## src/rtl/sbdc_pkg.sv

```systemverilog
`timescale 1ns / 1ps

package sbdc_pkg;

    // Default number of stored values per set.
    localparam int CAPACITY = 64;

    // Digit counts run from 1 to 10; one list per count.
    localparam int NUM_KEYS   = 10;
    localparam int KEY_W      = 4;
    localparam int VALUE_W    = 32;
    localparam int QUEUE_DEPTH = 2;

    // Smallest magnitude with two, three, ... ten digits.
    localparam logic [VALUE_W-1:0] DIGIT_THRESH [NUM_KEYS-1] = '{
        32'd10, 32'd100, 32'd1000, 32'd10000, 32'd100000,
        32'd1000000, 32'd10000000, 32'd100000000, 32'd1000000000
    };

    // One classified item travelling from the front to the back.
    typedef struct packed {
        logic [VALUE_W-1:0] value;
        logic [KEY_W-1:0]   key;
        logic               last;
    } item_t;

    // Back end sequencer states.
    typedef enum logic [1:0] {
        ST_LOAD,
        ST_PICK,
        ST_READ,
        ST_SHOW
    } back_state_t;

    // Decimal digit count of the magnitude of a two's complement value.
    function automatic logic [KEY_W-1:0] digit_count(input logic [VALUE_W-1:0] raw);
        logic [VALUE_W-1:0] mag;
        logic [KEY_W-1:0]   d;
        mag = raw[VALUE_W-1] ? (~raw + VALUE_W'(1)) : raw;
        d = KEY_W'(1);
        for (int i = 0; i < NUM_KEYS - 1; i++) begin
            if (mag >= DIGIT_THRESH[i]) begin
                d = KEY_W'(i + 2);
            end
        end
        return d;
    endfunction

    // Index of the lowest set bit of a list mask.
    function automatic logic [KEY_W-1:0] lowest_key(input logic [NUM_KEYS-1:0] m);
        logic [KEY_W-1:0] r;
        r = '0;
        for (int i = NUM_KEYS - 1; i >= 0; i--) begin
            if (m[i]) begin
                r = KEY_W'(i);
            end
        end
        return r;
    endfunction

endpackage

```

## src/rtl/stable_sort_by_decimal_digit_count_core.sv

```systemverilog
`timescale 1ns / 1ps

// Collects signed 32-bit values, one item per cycle while the back end is loading,
// until an item with s_last_in high arrives, then returns every stored value ordered
// by the decimal digit count of its magnitude, with equal counts kept in arrival
// order; m_last_out marks the final result and m_dropped reports on every result of
// the set that items beyond CAPACITY were discarded. A front stage computes the
// digit count and passes the item through a two-entry queue to the back end, which
// appends it to one of ten linked lists held in memory. After the last item the back
// end chooses a list, then walks the lists one result at a time, reading each result
// from the value and link memories and then waiting until the output register is
// free, its pace bounded by the registered read of the link memory; it chooses again
// each time it moves to the next non-empty list. While a set drains the next set's
// first items wait in the front stage and the queue.

module stable_sort_by_decimal_digit_count_core #(
    parameter int CAPACITY = sbdc_pkg::CAPACITY
) (
    input  logic                                aclk,
    input  logic                                aresetn,
    input  logic                                s_valid,
    output logic                                s_ready,
    input  logic signed [sbdc_pkg::VALUE_W-1:0] s_value,
    input  logic                                s_last_in,
    output logic                                m_valid,
    input  logic                                m_ready,
    output logic signed [sbdc_pkg::VALUE_W-1:0] m_sorted_value,
    output logic                                m_last_out,
    output logic                                m_dropped
);

    logic            push;
    sbdc_pkg::item_t push_item;
    logic            q_full;
    logic            q_valid;
    logic            pop;
    sbdc_pkg::item_t pop_item;
    logic [sbdc_pkg::VALUE_W-1:0] out_value;

    // Front: stage and classify each item.
    sbdc_front u_front (
        .aclk      (aclk),
        .aresetn   (aresetn),
        .in_valid  (s_valid),
        .in_ready  (s_ready),
        .in_value  (s_value),
        .in_last   (s_last_in),
        .push      (push),
        .push_item (push_item),
        .q_full    (q_full)
    );

    // Queue between the front and the back.
    sbdc_fifo u_fifo (
        .aclk      (aclk),
        .aresetn   (aresetn),
        .push      (push),
        .push_item (push_item),
        .full      (q_full),
        .pop       (pop),
        .not_empty (q_valid),
        .pop_item  (pop_item)
    );

    // Back: store, link and drain in digit-count order.
    sbdc_back #(
        .CAPACITY (CAPACITY)
    ) u_back (
        .aclk        (aclk),
        .aresetn     (aresetn),
        .q_valid     (q_valid),
        .q_item      (pop_item),
        .pop         (pop),
        .out_valid   (m_valid),
        .out_ready   (m_ready),
        .out_value   (out_value),
        .out_last    (m_last_out),
        .out_dropped (m_dropped)
    );

    assign m_sorted_value = signed'(out_value);

endmodule

```

## src/rtl/sbdc_ram.sv

```systemverilog
`timescale 1ns / 1ps

module sbdc_ram #(
    parameter int WIDTH = 32,
    parameter int DEPTH = 64
) (
    input  logic                     aclk,
    input  logic                     we,
    input  logic [$clog2(DEPTH)-1:0] waddr,
    input  logic [WIDTH-1:0]         wdata,
    input  logic                     re,
    input  logic [$clog2(DEPTH)-1:0] raddr,
    output logic [WIDTH-1:0]         rdata
);

    logic [WIDTH-1:0] mem [DEPTH];
    logic [WIDTH-1:0] rdata_reg;

    // Single write port, registered read port that holds when not enabled.
    always_ff @(posedge aclk) begin
        if (we) begin
            mem[waddr] <= wdata;
        end
        if (re) begin
            rdata_reg <= mem[raddr];
        end
    end

    assign rdata = rdata_reg;

endmodule

```

## src/rtl/sbdc_front.sv

```systemverilog
`timescale 1ns / 1ps

module sbdc_front (
    input  logic                                aclk,
    input  logic                                aresetn,
    input  logic                                in_valid,
    output logic                                in_ready,
    input  logic [sbdc_pkg::VALUE_W-1:0]        in_value,
    input  logic                                in_last,
    output logic                                push,
    output sbdc_pkg::item_t                     push_item,
    input  logic                                q_full
);

    logic                              valid_reg;
    logic                              valid_next;
    logic [sbdc_pkg::VALUE_W-1:0]      value_reg;
    logic                              last_reg;

    // The stage hands its item on whenever the queue has room.
    assign push     = valid_reg && !q_full;
    assign in_ready = !valid_reg || push;

    // Classify the staged value by its digit count.
    always_comb begin
        push_item.value = value_reg;
        push_item.key   = sbdc_pkg::digit_count(value_reg);
        push_item.last  = last_reg;
    end

    always_comb begin
        valid_next = valid_reg;
        if (in_valid && in_ready) begin
            valid_next = 1'b1;
        end else if (push) begin
            valid_next = 1'b0;
        end
    end

    always_ff @(posedge aclk) begin
        if (!aresetn) begin
            valid_reg <= 1'b0;
        end else begin
            valid_reg <= valid_next;
        end
    end

    // Payload capture needs no reset.
    always_ff @(posedge aclk) begin
        if (in_valid && in_ready) begin
            value_reg <= in_value;
            last_reg  <= in_last;
        end
    end

endmodule

```

## src/rtl/sbdc_fifo.sv

```systemverilog
`timescale 1ns / 1ps

module sbdc_fifo (
    input  logic            aclk,
    input  logic            aresetn,
    input  logic            push,
    input  sbdc_pkg::item_t push_item,
    output logic            full,
    input  logic            pop,
    output logic            not_empty,
    output sbdc_pkg::item_t pop_item
);

    localparam int PW = $clog2(sbdc_pkg::QUEUE_DEPTH);
    localparam int CW = $clog2(sbdc_pkg::QUEUE_DEPTH + 1);

    sbdc_pkg::item_t entry_reg [sbdc_pkg::QUEUE_DEPTH];
    logic [PW-1:0]   wptr_reg;
    logic [PW-1:0]   wptr_next;
    logic [PW-1:0]   rptr_reg;
    logic [PW-1:0]   rptr_next;
    logic [CW-1:0]   count_reg;
    logic [CW-1:0]   count_next;

    assign full      = (count_reg == CW'(sbdc_pkg::QUEUE_DEPTH));
    assign not_empty = (count_reg != '0);
    assign pop_item  = entry_reg[rptr_reg];

    // Pointer wrap and occupancy.
    always_comb begin
        wptr_next  = wptr_reg;
        rptr_next  = rptr_reg;
        count_next = count_reg;
        if (push) begin
            wptr_next = (wptr_reg == PW'(sbdc_pkg::QUEUE_DEPTH - 1)) ? '0 : wptr_reg + PW'(1);
        end
        if (pop) begin
            rptr_next = (rptr_reg == PW'(sbdc_pkg::QUEUE_DEPTH - 1)) ? '0 : rptr_reg + PW'(1);
        end
        if (push && !pop) begin
            count_next = count_reg + CW'(1);
        end else if (pop && !push) begin
            count_next = count_reg - CW'(1);
        end
    end

    always_ff @(posedge aclk) begin
        if (!aresetn) begin
            wptr_reg  <= '0;
            rptr_reg  <= '0;
            count_reg <= '0;
        end else begin
            wptr_reg  <= wptr_next;
            rptr_reg  <= rptr_next;
            count_reg <= count_next;
        end
    end

    always_ff @(posedge aclk) begin
        if (push) begin
            entry_reg[wptr_reg] <= push_item;
        end
    end

endmodule

```

## src/rtl/sbdc_back.sv

```systemverilog
`timescale 1ns / 1ps

module sbdc_back #(
    parameter int CAPACITY = sbdc_pkg::CAPACITY
) (
    input  logic                                aclk,
    input  logic                                aresetn,
    input  logic                                q_valid,
    input  sbdc_pkg::item_t                     q_item,
    output logic                                pop,
    output logic                                out_valid,
    input  logic                                out_ready,
    output logic [sbdc_pkg::VALUE_W-1:0]        out_value,
    output logic                                out_last,
    output logic                                out_dropped
);

    localparam int AW = $clog2(CAPACITY);
    localparam int FW = $clog2(CAPACITY + 1);
    localparam int NK = sbdc_pkg::NUM_KEYS;
    localparam int KW = sbdc_pkg::KEY_W;
    localparam int VW = sbdc_pkg::VALUE_W;

    sbdc_pkg::back_state_t state_reg;
    sbdc_pkg::back_state_t state_next;

    logic [FW-1:0]  fill_reg;
    logic           overflow_reg;
    logic [NK-1:0]  nonempty_reg;
    logic [NK-1:0]  remain_reg;
    logic [AW-1:0]  head_reg [NK];
    logic [AW-1:0]  tail_reg [NK];
    logic [KW-1:0]  key_reg;
    logic [AW-1:0]  ptr_reg;
    logic           out_valid_reg;
    logic [VW-1:0]  out_value_reg;
    logic           out_last_reg;
    logic           out_dropped_reg;

    logic [KW-1:0]  kidx;
    logic           room;
    logic           store;
    logic           rd_en;
    logic           out_free;
    logic           out_load;
    logic           fin_list;
    logic [NK-1:0]  remain_after;
    logic           final_item;
    logic [KW-1:0]  next_key;
    logic [VW-1:0]  value_rdata;
    logic [AW-1:0]  link_rdata;

    // Value storage in arrival order.
    sbdc_ram #(
        .WIDTH (VW),
        .DEPTH (CAPACITY)
    ) u_value_ram (
        .aclk  (aclk),
        .we    (store),
        .waddr (fill_reg[AW-1:0]),
        .wdata (q_item.value),
        .re    (rd_en),
        .raddr (ptr_reg),
        .rdata (value_rdata)
    );

    // Forward links: each entry points to the next entry with the same digit count.
    sbdc_ram #(
        .WIDTH (AW),
        .DEPTH (CAPACITY)
    ) u_link_ram (
        .aclk  (aclk),
        .we    (store && nonempty_reg[kidx]),
        .waddr (tail_reg[kidx]),
        .wdata (fill_reg[AW-1:0]),
        .re    (rd_en),
        .raddr (ptr_reg),
        .rdata (link_rdata)
    );

    // Item decode and drain bookkeeping.
    always_comb begin
        kidx         = q_item.key - KW'(1);
        room         = (fill_reg < FW'(CAPACITY));
        out_free     = !out_valid_reg || out_ready;
        fin_list     = (ptr_reg == tail_reg[key_reg]);
        remain_after = remain_reg & ~(NK'(1) << key_reg);
        final_item   = fin_list && (remain_after == '0);
        next_key     = sbdc_pkg::lowest_key(remain_reg);
    end

    // Next state.
    always_comb begin
        state_next = state_reg;
        unique case (state_reg)
            sbdc_pkg::ST_LOAD: begin
                if (q_valid && q_item.last) begin
                    state_next = sbdc_pkg::ST_PICK;
                end
            end
            sbdc_pkg::ST_PICK: begin
                state_next = sbdc_pkg::ST_READ;
            end
            sbdc_pkg::ST_READ: begin
                state_next = sbdc_pkg::ST_SHOW;
            end
            sbdc_pkg::ST_SHOW: begin
                if (out_free) begin
                    if (final_item) begin
                        state_next = sbdc_pkg::ST_LOAD;
                    end else if (fin_list) begin
                        state_next = sbdc_pkg::ST_PICK;
                    end else begin
                        state_next = sbdc_pkg::ST_READ;
                    end
                end
            end
            default: state_next = sbdc_pkg::ST_LOAD;
        endcase
    end

    // State outputs.
    always_comb begin
        pop      = 1'b0;
        rd_en    = 1'b0;
        out_load = 1'b0;
        unique case (state_reg)
            sbdc_pkg::ST_LOAD: pop      = q_valid;
            sbdc_pkg::ST_PICK: ;
            sbdc_pkg::ST_READ: rd_en    = 1'b1;
            sbdc_pkg::ST_SHOW: out_load = out_free;
            default: ;
        endcase
        store = pop && room;
    end

    // Control state: fill level, list flags and the output valid.
    always_ff @(posedge aclk) begin
        if (!aresetn) begin
            state_reg     <= sbdc_pkg::ST_LOAD;
            fill_reg      <= '0;
            overflow_reg  <= 1'b0;
            nonempty_reg  <= '0;
            remain_reg    <= '0;
            out_valid_reg <= 1'b0;
        end else begin
            state_reg <= state_next;
            if (store) begin
                fill_reg           <= fill_reg + FW'(1);
                nonempty_reg[kidx] <= 1'b1;
            end else if (pop) begin
                overflow_reg <= 1'b1;
            end
            if (pop && q_item.last) begin
                remain_reg <= nonempty_reg | (store ? (NK'(1) << kidx) : '0);
            end else if (out_load && fin_list) begin
                remain_reg <= remain_after;
            end
            if (out_load && final_item) begin
                fill_reg     <= '0;
                overflow_reg <= 1'b0;
                nonempty_reg <= '0;
            end
            if (out_load) begin
                out_valid_reg <= 1'b1;
            end else if (out_ready) begin
                out_valid_reg <= 1'b0;
            end
        end
    end

    // List heads, tails, walk pointer and the output payload.
    always_ff @(posedge aclk) begin
        if (store) begin
            tail_reg[kidx] <= fill_reg[AW-1:0];
            if (!nonempty_reg[kidx]) begin
                head_reg[kidx] <= fill_reg[AW-1:0];
            end
        end
        if (state_reg == sbdc_pkg::ST_PICK) begin
            key_reg <= next_key;
            ptr_reg <= head_reg[next_key];
        end else if (out_load && !fin_list) begin
            ptr_reg <= link_rdata;
        end
        if (out_load) begin
            out_value_reg   <= value_rdata;
            out_last_reg    <= final_item;
            out_dropped_reg <= overflow_reg;
        end
    end

    assign out_valid   = out_valid_reg;
    assign out_value   = out_value_reg;
    assign out_last    = out_last_reg;
    assign out_dropped = out_dropped_reg;

endmodule

```

## config.mk

```make
export PLATFORM = sky130hd
export DESIGN_NAME = stable_sort_by_decimal_digit_count_core
export DESIGN_NICKNAME = d
export VERILOG_FILES = /design/src/rtl/sbdc_pkg.sv /design/src/rtl/stable_sort_by_decimal_digit_count_core.sv /design/src/rtl/sbdc_ram.sv /design/src/rtl/sbdc_front.sv /design/src/rtl/sbdc_fifo.sv /design/src/rtl/sbdc_back.sv
export SDC_FILE = /design/constraint.sdc
export NUM_CORES = 2
export LEC_CHECK = 0
export ABC_AREA = 0
export BUFFER_PORTS_ARGS = -buffer_cell sky130_fd_sc_hd__buf_2
export CAP_MARGIN = 0
export CORE_ASPECT_RATIO = 0.5
export CORE_MARGIN = 1.5
export CORE_UTILIZATION = 60
export CTS_CLUSTER_DIAMETER = 80
export DETAILED_ROUTE_END_ITERATION = 8
export GPL_ROUTABILITY_DRIVEN = 1
export PLACE_DENSITY = 0.76
export SLEW_MARGIN = 20
export SYNTH_ARGS = -nofsm -noshare
export SYNTH_HDL_FRONTEND = slang
export SYNTH_SLANG_ARGS = --single-unit
```

## constraint.sdc

```tcl
create_clock -name aclk -period 5.35 [get_ports aclk]
set_input_delay 1.07 -clock aclk [delete_from_list [all_inputs] [get_ports aclk]]
set_output_delay 1.07 -clock aclk [all_outputs]
set_load 0.05 [all_outputs]
```

Yosys cells after proc, flatten, opt, wreduce, memory -nomap -nowiden --
Memories as Yosys holds them, arrays and structs flattened. A register that Yosys moved wholly into a read port is not among the register bits. Cells that the tools add are included. W data, S select, Z words.
Operators by class: $add $sub $neg 7, $mul 0, divide/modulo/power cells 0, $lt $le $gt $ge 12, eq/ne operators 7, shifts and indexed selects 2, multiplexer cells 57, bitwise logic cells 7, reductions and logical operators 32
Operators by type and width (count):
- $mux W4 | 14
- $add A32 B1 Y32 const B | 1
- $ge A32 B10 Y1 const B | 1
- $ge A32 B14 Y1 const B | 1
- $ge A32 B17 Y1 const B | 1
- $ge A32 B20 Y1 const B | 1
- $ge A32 B24 Y1 const B | 1
- $ge A32 B27 Y1 const B | 1
- $ge A32 B30 Y1 const B | 1
- $ge A32 B4 Y1 const B | 1
- $ge A32 B7 Y1 const B | 1
- $mux W32 | 1
- $not A32 Y32 | 1
- $mux W10 | 3
- $mux W1 | 22
- $or A10 B10 Y10 | 2
- $shl A1 B4 Y10 const A | 2
- $mux W2 | 8
- $logic_and A1 B1 Y1 | 13
- $mux W3 | 4
- $mux W6 | 2
- $reduce_bool A2 Y1 | 6
- $and A10 B10 Y10 | 1
- $logic_not A10 Y1 | 1
- 22 further kinds | 34
Word-level totals: register bits after elaboration 113, bits in latches 0, bits in writable memories 2626, ROM bits 0, bits of input ports 37, output and inout port bits 36, memories 5
Memories:
- u_back.u_value_ram.mem | words 64, bits a word 32, read ports 1, clocked after memory_dff 1, write ports 1, RTL line sbdc_ram.sv:16 | logic [WIDTH-1:0] mem [DEPTH];
- u_back.u_link_ram.mem | words 64, bits a word 6, read ports 1, clocked after memory_dff 1, write ports 1, RTL line sbdc_ram.sv:16
- u_fifo.entry_reg | words 2, bits a word 37, read ports 1, clocked after memory_dff 1, write ports 1, RTL line sbdc_fifo.sv:17 | sbdc_pkg::item_t entry_reg [sbdc_pkg::QUEUE_DEPTH];
- u_back.head_reg | words 10, bits a word 6, read ports 1, clocked after memory_dff 0, write ports 1, RTL line sbdc_back.sv:31 | logic [AW-1:0] head_reg [NK];
- u_back.tail_reg | words 10, bits a word 6, read ports 2, clocked after memory_dff 1, write ports 1, RTL line sbdc_back.sv:32 | logic [AW-1:0] tail_reg [NK];

Depth between registers and ports, before layout --
depth in word-level cells 13, mapped depth 14, depth with buffers taken out 10

Modules after synthesis --
Synthesis repeated with hierarchy kept, for this count alone.
Second synthesis, totals: cell total of the unflattened synthesis 5079, area, all modules 108525.3 um^2
Modules (own cells, without submodules):
- sbdc_ram at u_back.u_value_ram | instances 1, cells each 3324, area each 78835.6 um^2
- sbdc_ram at u_back.u_link_ram | instances 1, cells each 720, area each 15285.9 um^2
- sbdc_back | instances 1, cells each 588, area each 8643.3 um^2
- sbdc_fifo | instances 1, cells each 137, area each 2899.0 um^2
- sbdc_front | instances 1, cells each 310, area each 2861.5 um^2

Worst setup path before layout --
OpenSTA, ideal clock, no wires.
path type register to register, from reg (tool-made name), to mem u_back.u_link_ram.mem[63][0] (netlist name) (enable), arrival 3869 ps, data required time 5000 ps, path slack 1131 ps, cell stages (with the launch flop) 15, period minus slack after synthesis 4219 ps, cell sequence dfxtp_1 buf_2 mux2i_1 buf_2 clkbuf_1 ha_1 ha_1 inv_1 clkbuf_1 nand2_1 a31oi_1 inv_1 or4b_2 clkbuf_1 nor2_1
RTL lines (RTL line):
- to (decl) | sbdc_ram.sv:16

==> impl_results.md <==
* IO Count at 73
* Endpoints failing setup at 0
* Synth Cell Area at 108000 sq um
* Core ar. at 177000 sq um
* Leakage Power at 37.1 nW
* Pin count of the biggest net entering global routing at 92
* Final net count at 4937
* Total CTS buffers at 231
* Yosys top cell area share at 0.765
* Number of synthesized register bits at 2782
* FFs w/ async S/R, synth at 0
* Slew HR at 0.223
* P_sw at 0.0135 W
* Max Freq at 215 MHz
* Max FFs per register at 2048
* CTS root buffer: clkbuf_16
* Synth cell types at 74
* Worst vdd ir at 0.322 mV
* Crit path capture type: flip-flop
* Die X-Extent at 602 um
* Total number of vias at 52800
* Worst EP required at 5.82 ns
* Area grow syn2layout at 11.3%
* Setup CP Type: flip-flop to flip-flop
* WL/cell at 36.9 um
* Slew @ Worst Pin at 1.16 ns
* Ys Warns at 0
* Clk network pwr share at 0.325
* Power Total at 0.0515 W
* Layout cell share with drive strength beyond 1 at 0.308
* Gr usage total at 0.305
* Vias in the first global route at 53000
* Pins Over Slew Limit at 0
* Net count after synthesis at 4683
* Gate power share at 0.173
* Critical Path Fanout Max at 34
* Final worst clock skew at 0.0751 ns
* Port bufs at 72
* CTS tree: done
* Tmin final at 4.64 ns
* RePlAce Congestion at 0.911
* DRT antenna net count at 0
* Antenna violations before repair at 18
* Worst EP arrival at 5.12 ns
* Mean Syn Cell Area at 23.2 sq um
* H-tree depth at 4
* Top cells by area, synth: edfxtp_1 76%, mux4_2 17%, dfxtp_1 0.76%
* Hold Slack at 0.393 ns
* Pre-CTS setup slack at 0.807 ns
* Total of max-cap violations at 0
* Die area at 182000 sq um
* Clk_lat worst skew at 0.88 ns
* Sequential fraction of design power at 0.502
* Post-CTS Setup Bufs at 0
* Drt initial violations at 8500
* Clk sinks at 2782
* DP Wirelength at 153000 um
* Sequential area share after synthesis at 0.772
* Critical path startpoint category: flip-flop
* Main synth FF type: edfxtp_1
* Resized cells post-CTS at 0
* Post-synth EDFFs at 2741
* Hold-fix buffers, CTS at 0
* Cells after synthesis at 4636
* GR Overflow Total at 0
* Setup TNS at 0 ns
* Worst-path clk slew at 0.07 ns
* Residual DRC at 0
* Drt pass-1 iters at 6
* Status: completed
* Hold Path Origin: s_value[1]
* RSZ-0062 raised after global routing: false
* Worst Slack Setup Final at 0.707 ns
* Final core occ at 0.675
* Via density per instance at 7.08
* Pwr Density at 430 nW/um^2
* Site Rows at 109
* Switching portion of total power at 0.261
* Routed wire length at 276000 um
* Fin crit share at 0.868
* Die H at 303 um
* Deepest clock path buffer count at 4
* Yosys top cell by area: edfxtp_1
* Final hold vios at 0
* Starting density of the core at 0.607
* Cell Int Power at 0.0381 W
* Hold Crit Class: input port to flip-flop
* First-pass GRT wire length at 390000 um
critical path, stage by stage (launching register included):
cell and delay (ns):
dfxtp_2 0.40, buf_4 0.53, mux2i_1 0.38, xnor2_1 0.11
buf_4 0.21, nor3b_1 0.22, a21oi_1 0.08, o21ai_1 0.62
nand4_1 0.97, nor2_1 0.78
worst paths after layout:
kind                                  endpoint  slack [ns]  cells past startpoint
setup / recovery  u_back.u_link_ram.mem[16][2]        0.71                      9
hold / removal            u_front.value_reg[1]        0.39                      1
setup reg to reg  u_back.u_link_ram.mem[16][2]        0.71                      9
hold reg to reg           u_back.out_value[17]        0.42                      0
layer usage:
layer,track usage,share of wire,vias up
met5,0,0.00029,-
met4,0.0923,0.032,12
met3,0.0796,0.12,585
met2,0.490,0.48,4005
met1,0.421,0.36,27900
li1,-,-,20300
power groups by stage:
stage / sequential [W] / combinational, W / clock (W)
after global placement: 0.0263 / 0.00831 / 0
after detailed placement: 0.0264 / 0.00857 / 0
after CTS: 0.0259 / 0.00881 / 0.0168
after floorplan: 0.0262 / 0.00556 / 0
after global routing: 0.0259 / 0.00928 / 0.0176
final: 0.0259 / 0.00894 / 0.0167
logic make-up after synthesis:
group / share of synthesized area
flops: 0.772
simple gates: 0.0210
fa+ha+maj: 0.00116
xor+xnor: 0.00357
compound gates: 0.0113
buf+inv: 0.00946
mux: 0.181
stage by stage:
stage	std cells	cell area (sq um)
after global routing	7456	120000
final	7464	120000
after floorplan	4636	108000
after detailed placement	7043	112000
after CTS	7454	120000
after global placement	7041	112000
area by class of cell:
| cell class | count | area, sq um |
|---|---|---|
| diodes | 10 | 25.0 |
| clock buffers | 282 | 6090 |
| clock inverters | 129 | 1120 |
| fillers | 10100 | 57700 |
| inverters | 17 | 63.8 |
| multi-input cells | 1591 | 24100 |
| flip-flops and latches | 2782 | 83100 |
| well taps | 2386 | 2990 |
| repair buffers | 267 | 2240 |
synthesized netlist by cell type (all sizes together), types with 15 or more instances:
library cell,number
and3,16
mux2,44
clkbuf,157
nor2b,25
dfxtp,41
xnor2,17
o21ai,34
mux2i,30
mux4,831
or3,15
a21oi,27
nand2,72
nor2,197
nor3,22
nand3,23
buf,89
edfxtp,2741
inv,16
xor2,26
nand2b,15
cells in the final DEF, fill, tap and decap left out, drive strengths merged, types with 10 or more instances in the layout:
cell type and instances:
a211oi 12, a21oi 27, a31oi 13, and3 16, buf 267, bufinv 19
clkbuf 282, clkinv 99, dfxtp 41, diode 10, edfxtp 2741, ha 10
inv 20, mux2 44, mux2i 30, mux4 831, nand2 72, nand2b 15
nand3 23, nand4 10, nor2 197, nor2b 25, nor3 22, nor4 13
o21ai 34, o31ai 11, o41ai 10, or3 15, or4 14, xnor2 17
xor2 26
(Power assumes the default switching activity.)
